$ cat config.mk
export PLATFORM = sky130hd
export DESIGN_NAME = r2fft_ram
export DESIGN_NICKNAME = d
export VERILOG_FILES = /design/src/design/r2fft_ram.sv
export SDC_FILE = /design/constraint.sdc
export NUM_CORES = 1
export LEC_CHECK = 0
export ABC_AREA = 0
export ABC_CLOCK_PERIOD_IN_PS = 2500
export CORE_ASPECT_RATIO = 0.9
export CORE_MARGIN = 2
export CORE_UTILIZATION = 25
export CTS_CLUSTER_SIZE = 24
export DETAILED_ROUTE_END_ITERATION = 10
export DONT_BUFFER_PORTS = 1
export PLACE_DENSITY = 0.44
export SLEW_MARGIN = 40
export SYNTH_ARGS = -nofsm -noshare
export SYNTH_HDL_FRONTEND = slang
export SYNTH_SLANG_ARGS = --single-unit
$ cat constraint.sdc
create_clock -name clk -period 2.5 [get_ports clk]
set_input_delay 0.125 -clock clk [delete_from_list [all_inputs] [get_ports clk]]
set_output_delay 0.125 -clock clk [all_outputs]
set_load 0.01 [all_outputs]
$ cat src/design/r2fft_ram.sv
// Generic single-port-write, single-read RAM with registered read data
module r2fft_ram #(
  parameter int Width = 8,
  parameter int Depth = 16
) (
  input  logic                     clk,
  input  logic                     wr_en,
  input  logic [$clog2(Depth)-1:0] wr_addr,
  input  logic [Width-1:0]         wr_data,
  input  logic [$clog2(Depth)-1:0] rd_addr,
  output logic [Width-1:0]         rd_data
);

  logic [Width-1:0] mem [Depth];

  // Write, then register the read port
  always_ff @(posedge clk) begin
    if (wr_en) begin
      mem[wr_addr] <= wr_data;
    end
    rd_data <= mem[rd_addr];
  end

endmodule

==> summary.md <==
| Metric | Value |
|---|---|
| Result of the run | `finished, final reports clean` |
| GR met2 Demand/Resource | `16.14%` |
| Flop and latch count out of synthesis | `136` |
| Required time at the endpoint of the critical path | `2.75 ns` |
| Average via count per standard cell | `4.425` |
| Ratio of cells with drive above 1 in the final layout | `23.72%` |
| Number of enable flip-flop cells after synthesis | `128` |
| Class of the worst hold path | `primary input to register` |
| CP startpoint kind | `register` |
| Met1 Resource Use GR | `14.63%` |
| Skew-Pair Late Insertion Delay | `0.41 ns` |
| Layout net count | `279` |
| Die width | `155.3 um` |
| Largest area contributor in the synthesized netlist | `sky130_fd_sc_hd__edfxtp_1` |
| Routability congestion estimate | `0.7313` |
| Syn_nets | `247` |
| Number of max-cap violations | `0` |
| Worst-path clk slew | `0.06 ns` |
| Number of sinks driven by the clock tree | `136` |
| Seq/Total Area, Yosys | `77.78%` |
| Worst-path fanout max | `1` |
| Slew Viols, Final | `0` |
| Async set-or-reset flop fraction in the synthesized netlist | `0%` |
| Pin count of the biggest net entering global routing | `33` |
| Worst clock skew | `0.01036 ns` |
| Period minus WS final | `1.392 ns` |
| Combinational cell fraction of total power | `3.5%` |
| Effective utilization at floorplan | `25.60%` |
| Antenna cell count | `0` |
| Total number of yosys warnings | `0` |
| Post-CTS setup buffer count | `0` |
| Peak ir drop on the vdd network | `614.9 uV` |
| Initial DRC count | `175` |
| Number of global-route vias before repair | `2,463` |
| Worst setup EP type | `register` |
| Top area cells in the synthesized netlist | `sky130_fd_sc_hd__edfxtp_1 (75%), sky130_fd_sc_hd__mux4_2 (7.9%), sky130_fd_sc_hd__mux4_1 (7.1%), sky130_fd_sc_hd__dfxtp_1 (3.1%), sky130_fd_sc_hd__a22oi_1 (2.3%)` |
| Deepest clock path buffer count | `2` |
| Wire length of the first global-routing pass | `16.05 mm` |
| Net Sw Frac | `20.57%` |
| Met3 Usage GRT | `3.775%` |
| Ports | `26` |
| Aggregate negative setup slack | `0 ns` |
| Die height | `140.1 um` |
| Post-Syn Area per Cell | `22.48 sq um` |
| DIE AREA | `0.02176 sq mm` |
| Total overflow reported by the global router | `0` |
| Ys flop type | `sky130_fd_sc_hd__edfxtp_1` |
| Unrepaired setup endpoints after global routing | `no` |
| DRT Pass-1 Iters | `4` |
| Post-layout power | `0.005172 W` |
| Most utilized layer in the global route result | `met2` |
| Worst-Margin Slew | `0.7177 ns` |
| Data arrival at the endpoint of the critical path | `1.64 ns` |
| Number of placed instances with taps included | `489` |
| Number of buffers created by CTS | `17` |
| Total power divided by cell area | `840.3 mW/mm^2` |
| Internal power component | `0.004108 W` |
| Number of buffers added on ports | `0` |
| Row count | `49` |
| Number of H-tree branching levels | `4` |
| Residual antenna-violating net count after detailed routing | `0` |
| Final cell utilization of the core | `30.61%` |
| CTS Root Cell | `sky130_fd_sc_hd__clkbuf_16` |
| Final-report setup violation count | `0` |
| Number of library cell types mapped by synthesis | `19` |
| Detail Placement HPWL | `6.658 mm` |
| Final hold violation count | `0` |
| Floorplan Core Area | `0.02011 sq mm` |
| Share of power burned in the clock network | `46.8%` |
| Post-route clock period utilization | `55.68%` |
| Antenna violations before repair | `0` |
| Synthesis-to-finish area growth | `19.57%` |
| Number of gates resized after cts | `0` |
| Sequential cell fraction of total power | `49.8%` |
| Average wire per standard cell | `20.56 um` |
| Static Leak | `1.976 nW` |
| Max Fclk | `718.4 MHz` |
| Final routed DRC violation total | `0` |
| Total Routed Length | `10.88 mm` |
| Final Non-Filler Cells | `529` |
| Commonest cells in the synthesized netlist | `sky130_fd_sc_hd__edfxtp_1 (128), sky130_fd_sc_hd__mux4_2 (18), sky130_fd_sc_hd__a22oi_1 (16)` |
| Hold buffers post-CTS | `8` |
| Net switching power | `0.001064 W` |
| Worst slew margin | `51.98%` |
| CTS tree | `yes` |
| Post-Synthesis Cell Area | `0.005147 sq mm` |
| Count of mapped cells out of synthesis | `229` |
| Number of vias after detailed routing | `2,341` |
| Category of the most critical setup path | `register to register` |
| Cell with the most instances after synthesis | `sky130_fd_sc_hd__edfxtp_1` |
| Yosys top cell area share | `74.67%` |
| Gr usage total | `10.65%` |
[critical path, cell delays in order, from the launching register on]
cell and delay [ns]:
sky130_fd_sc_hd__edfxtp_1 0.37, sky130_fd_sc_hd__mux4_2 0.45, sky130_fd_sc_hd__a22oi_1 0.25, sky130_fd_sc_hd__nand2_1 0.17
[path summary, 6_finish.rpt]
kind	start	to	slack (ns)	cells after the start
worst max-delay path	mem[1][7]	rd_data[7]	1.11	3
worst min-delay path	rd_addr[1]	rd_data[6]	0.04	3
worst max register to register	mem[1][7]	rd_data[7]	1.11	3
worst min register to register	mem[13][6]	rd_data[6]	0.68	3
[metal layers]
metal,vias up,wire (um)
met5,-,0
met4,0,46
met3,2,682
met2,65,5214
met1,1233,4935
li1,1041,-
[power by group through the flow]
stage | Clock [W] | Sequential (W) | Combinational, W
CTS | 0.00247 | 0.00258 | 0.000185
finish | 0.00242 | 0.00257 | 0.000179
global route | 0.00257 | 0.00258 | 0.000196
global placement | 0 | 0.00262 | 0.000143
detailed placement | 0 | 0.00262 | 0.000145
floorplan | 0 | 0.00261 | 0.000129
[cells in the final DEF, fill, tap and decap left out, types with 3 or more instances in the layout]
cell / n
sky130_fd_sc_hd__a22oi_1: 16
sky130_fd_sc_hd__buf_4: 15
sky130_fd_sc_hd__clkbuf_16: 17
sky130_fd_sc_hd__clkinvlp_4: 5
sky130_fd_sc_hd__dfxtp_1: 8
sky130_fd_sc_hd__dlygate4sd3_1: 8
sky130_fd_sc_hd__edfxtp_1: 128
sky130_fd_sc_hd__inv_6: 3
sky130_fd_sc_hd__mux4_1: 14
sky130_fd_sc_hd__mux4_2: 18
sky130_fd_sc_hd__nand2_1: 9
sky130_fd_sc_hd__nor2_1: 13
sky130_fd_sc_hd__nor3_1: 4
[stage by stage]
step           worst slack, ns  hold slack [ns]  cell area [sq um]
4_1_cts                  1.099          0.01292               6155
5_1_grt                  1.054          0.02058               6155
6_report                 1.108          0.03878               6155
3_3_place_gp            0.9619           0.2246               5493
2_1_floorplan           0.8821           0.2239               5147
3_5_place_dp            0.8952           0.2247               5495
[cells by family after synthesis]
group / after synthesis / synth area share [%]
AOI/OAI and AO/OA: 16 / 2.334
buffers and inverters: 10 / 1.677
DFF: 136 / 77.78
muxes: 32 / 15.02
and+or+nand+nor: 35 / 3.184
[area by class of cell]
| class | instances | area, sq um |
|---|---|---|
| clock buffer | 18 | 429.2 |
| clock inverter | 14 | 150.1 |
| fill | 1939 | 13950 |
| multi-input combinational | 83 | 1060 |
| sequential | 136 | 4004 |
| tap | 255 | 319.1 |
| timing repair buffer | 23 | 192.7 |
[flip-flops by register name, summed over array words and instances (netlist names)]
name	cells
mem	128
rd_data	8
No activity file was read; power rests on OpenSTA's default activity.
