--- src/design/r2fft_pkg.sv ---
// Shared types, constants and helper functions of the radix-2 FFT engine
package r2fft_pkg;

  localparam int MaxLog2 = 6;
  localparam int Depth   = 1 << MaxLog2;
  localparam int AddrW   = MaxLog2;
  localparam int DataW   = 23;
  localparam int WordW   = 2 * DataW;
  localparam int CntW    = MaxLog2 + 1;
  localparam int TwW     = 17;
  localparam int ProdW   = DataW + TwW;

  localparam logic [DataW-1:0] OutMax = 23'sh3FFFFF;
  localparam logic [DataW-1:0] OutMin = 23'sh400000;

  localparam logic [0:0] CfgLog2 = 1'b0;
  localparam logic [0:0] CfgInv  = 1'b1;

  typedef enum logic [3:0] {
    ST_LOAD, ST_PERM_RD, ST_PERM_WR, ST_BF_RDA, ST_BF_RDB, ST_BF_MUL0,
    ST_BF_MUL1, ST_BF_WRA, ST_BF_WRB, ST_OUT_RD, ST_OUT_HOLD
  } state_t;

  // Quarter-wave cosine table, round(32768*cos(2*pi*k/64))
  function automatic logic [TwW-1:0] qcos(input logic [4:0] k);
    logic [TwW-1:0] v;
    begin
      v = '0;
      unique case (k)
        5'd0:  v = 17'd32768; 5'd1:  v = 17'd32610; 5'd2:  v = 17'd32138;
        5'd3:  v = 17'd31357; 5'd4:  v = 17'd30274; 5'd5:  v = 17'd28899;
        5'd6:  v = 17'd27246; 5'd7:  v = 17'd25330; 5'd8:  v = 17'd23170;
        5'd9:  v = 17'd20788; 5'd10: v = 17'd18205; 5'd11: v = 17'd15447;
        5'd12: v = 17'd12540; 5'd13: v = 17'd9512;  5'd14: v = 17'd6393;
        5'd15: v = 17'd3212;  default: v = 17'd0;
      endcase
      return v;
    end
  endfunction

  // Saturate a wide sum to the 23-bit result range
  function automatic logic [DataW-1:0] sat23(input logic signed [DataW+1:0] v);
    begin
      if (v > $signed({{2{1'b0}}, OutMax})) return OutMax;
      else if (v < $signed({{2{1'b1}}, OutMin})) return OutMin;
      else return v[DataW-1:0];
    end
  endfunction

endpackage

--- src/design/r2fft_bfly.sv ---
// Shared butterfly datapath: twiddle lookup, complex multiply (real part, then imaginary), add/sub
module r2fft_bfly
  import r2fft_pkg::*;
(
  input  logic                    clk,
  input  logic                    mul_sel,
  input  logic [4:0]              tw_idx,
  input  logic signed [DataW-1:0] br,
  input  logic signed [DataW-1:0] bi,
  input  logic signed [DataW-1:0] ar,
  input  logic signed [DataW-1:0] ai,
  output logic [DataW-1:0]        sum_re,
  output logic [DataW-1:0]        sum_im,
  output logic [DataW-1:0]        dif_re,
  output logic [DataW-1:0]        dif_im
);

  logic signed [TwW-1:0]     c, s;
  logic signed [TwW-1:0]     cf, sf;
  logic signed [DataW-1:0]   mx;
  logic signed [ProdW-1:0]   pc, ps;
  logic signed [ProdW-1:0]   pcr_r, psr_r, pci_r, psi_r;
  logic signed [ProdW+1:0]   tr_w, ti_w;
  logic signed [DataW+1:0]   tr, ti;

  // Twiddle for angle 2*pi*k/64, k below 32
  always_comb begin
    if (tw_idx <= 5'd16) begin
      c = $signed(qcos(tw_idx));
      s = $signed(qcos(5'd16 - tw_idx));
    end else begin
      c = -$signed(qcos(5'd0 - tw_idx));
      s = $signed(qcos(tw_idx - 5'd16));
    end
    cf = c;
    sf = s;
  end

  // One operand pair per cycle: real part first, then imaginary
  assign mx = mul_sel ? bi : br;
  assign pc = cf * mx;
  assign ps = sf * mx;

  always_ff @(posedge clk) begin
    if (!mul_sel) begin
      pcr_r <= pc;
      psr_r <= ps;
    end else begin
      pci_r <= pc;
      psi_r <= ps;
    end
  end

  // Round the rotated value and form sum and difference
  assign tr_w = ({{2{pcr_r[ProdW-1]}}, pcr_r} + {{2{psi_r[ProdW-1]}}, psi_r}
                + (ProdW+2)'(16384)) >>> 15;
  assign ti_w = ({{2{pci_r[ProdW-1]}}, pci_r} - {{2{psr_r[ProdW-1]}}, psr_r}
                + (ProdW+2)'(16384)) >>> 15;
  assign tr = tr_w[DataW+1:0];
  assign ti = ti_w[DataW+1:0];

  assign sum_re = sat23({{2{ar[DataW-1]}}, ar} + tr);
  assign sum_im = sat23({{2{ai[DataW-1]}}, ai} + ti);
  assign dif_re = sat23({{2{ar[DataW-1]}}, ar} - tr);
  assign dif_im = sat23({{2{ai[DataW-1]}}, ai} - ti);

endmodule

--- config.mk ---
export PLATFORM = sky130hd
export DESIGN_NAME = r2fft_bfly
export DESIGN_NICKNAME = d
export VERILOG_FILES = /design/src/design/r2fft_pkg.sv /design/src/design/r2fft_bfly.sv
export SDC_FILE = /design/constraint.sdc
export NUM_CORES = 2
export LEC_CHECK = 0
export BUFFER_PORTS_ARGS = -buffer_cell sky130_fd_sc_hd__buf_2
export CORE_MARGIN = 5
export CORE_UTILIZATION = 23
export CTS_CLUSTER_SIZE = 20
export DETAILED_ROUTE_END_ITERATION = 7
export GPL_TIMING_DRIVEN = 0
export RECOVER_POWER = 50
export SETUP_SLACK_MARGIN = 0.05
export SLEW_MARGIN = 25
export SYNTH_ARGS = -nofsm -noshare
export SYNTH_HDL_FRONTEND = slang
export SYNTH_SLANG_ARGS = --single-unit
--- constraint.sdc ---
create_clock -name clk -period 19.6 [get_ports clk]
set_input_delay 2.94 -clock clk [delete_from_list [all_inputs] [get_ports clk]]
set_output_delay 2.94 -clock clk [all_outputs]
set_load 0.01 [all_outputs]
==> metrics <==
status complete, but fails checks; failing checks max-capacitance violations, max-slew violations; Tcrit/Tclk final 77.1%; min Tclk post-route 15.12 ns; # Max-Cap Violations 3; synthesized area 0.0427 sq mm; sequential share of the synthesized area 11.3%; Ys Warns 0; GRT Max-Usage Layer met2; largest area contributor in the netlist fa_1; CTS Hold Bufs 0; largest net degree at the start of global routing between 60 and 70; WP data arrival approximately 15 ns; first-pass GRT wire length 209 mm; drt initial violations 2141; Critical Path Fanout Max 10; CP max-delay cell a21oi_1; crit path launch type primary input; CTS root buffer clkbuf_16; Critical Path End Type flip-flop; RSZ-0062 raised after global routing no; Worst EP required 19.71 ns; Clock Tree Buf Depth 2; Die Footprint 0.194 sq mm; max-slew violation count between 100 and 150; I/O pins 191; Register Area 0.00480 sq mm; commonest cells in the netlist inv_1, fa_1, nand2_1, nor2_1, ha_1; Post-CTS Setup Bufs 0; Initial Util 23.1%; WL/cell 18.2 um; core area approximately 0.19 sq mm; PostCTS Resize Cnt 0; GRT overflow 0; Area contributors post-synth fa_1, ha_1, edfxtp_1, inv_1, nand2_1; CTS clk-pin slew, worst paths 0.08 ns; Fmax achieved 66.1 MHz; Worst-Margin Slew 3.98 ns; initial antenna violation count 18; Async SR Flop Fraction 0%; Routed WL 137 mm; fill count 19.9k; Setup CP Type in2reg; final setup vio count 0; CTS Buf Count 17; vias approximately 34k; Synth Net Count slightly above 6k; post-synth cell types 87; Port-buffer cells 189; setup TNS 0 ns; Post-synth EDFFs 160; Pre-antenna DRT Iters 5; Hold Path Class in2reg; Detailed Place HPWL about 120 mm; top-count cell post-synth inv_1; syn_area_per_cell around 8.8 sq um; Bufs and invs on worst path 9; H-tree level count 4; global routing usage on met1 17.6%; top_reg_cell synth edfxtp_1; CP dominant cell by count fa_1; Final Hold Vio Count 0; post-route ant nets 0; Gate Count Post-Synth around 4.8k; fraction of final layout cells with drive strength greater than 1 under 10%; Nets 6348; met2 GRT Util 23.6%; area share of the largest cell type after synthesis a little over a third; register bit total from synthesis 160; Die Height 441 um; Slew HR -165%; drt drc 0; multi-input combinational cell area 0.0334 sq mm; max incr delay on CP about 0.80 ns; met3 Use GR 1.82%; row cnt 158; family with the most delay on the worst path adder cells; number of global-route vias before repair ~35k; synthesis-to-layout area growth 11.5%; clk sink count 160; vias per cell 4.50; gr usage total 13.9%; TritonCTS clock tree built; gpl congestion between 0.9 and 1; Die X-Extent 441 um
## routing by layer
metal	part of all wire, %	vias to the layer above
met5	0	-
met4	5.1	0
met3	6.2	241
met2	47	1167
met1	41	16900
li1	-	15600
## logic make-up (layout without fill, tap and decap cells)
group                    Yosys count  count (layout)  synth area share, %
AND/OR/NAND/NOR                 1232            1232                 12.1
adder cells (fa/ha/maj)         1207            1207                 48.7
buffers and inverters           1205            1438                 10.7
AO/OA/AOI/OAI                    740             740                 11.2
XOR/XNOR                         222             222                 4.59
flip-flops                       160             160                 11.3
multiplexers                      56              56                 1.47
other                              0               3                    0
## sequential cells by signal (all words and copies together), names as in the netlist
register,count
pci_r,40
pcr_r,40
psi_r,40
psr_r,40
## final timing paths
check / startpoint / to / slack, ns / cells after the start
max: tw_idx[1] / pci_r[29] / 4.48 / 36
min: br[0] / psi_r[0] / 3.16 / 3
## cell type report
| cell class | instances | area share, % |
|---|---|---|
| diodes | 3 | 0.0158 |
| plain buffers | 177 | 1.49 |
| clock buffers | 17 | 0.895 |
| clock inverters | 15 | 0.455 |
| inverters | 1028 | 8.12 |
| multi-input cells | 3457 | 70.2 |
| flip-flops and latches | 160 | 10.1 |
| well taps | 2480 | 6.53 |
| repair buffers | 201 | 2.16 |
## tightest hold or removal path, cell delays in order
cell and delay, ns:
buf_2 0.08, mux2_2 0.22, and2_0 0.22
## cells in the final DEF (no fill, tap or decap), types with 160 or more instances in the layout
cell type,count
nor2_1,459
edfxtp_1,160
nand2_1,539
a21oi_1,207
clkbuf_1,165
o21ai_0,167
ha_1,454
buf_2,193
xnor2_1,164
fa_1,753
inv_1,1025
## metrics by stage
stage          setup WS (ns)  utilization (%)  cells  cell area, sq um  hold slack (ns)
2_1_floorplan           7.26                -   4822             42700             3.05
3_3_place_gp            4.43             25.2   7491             46700             3.56
3_5_place_dp            4.38             25.4   7503             47000             3.31
4_1_cts                 4.83             25.7   7535             47600             2.83
5_1_grt                 3.83             25.7   7538             47500             3.14
6_report                4.48             25.7   7538             47500             3.16
Power is not shown: default switching activity piles up to over one toggle a cycle in this logic, so the estimate is an artifact.
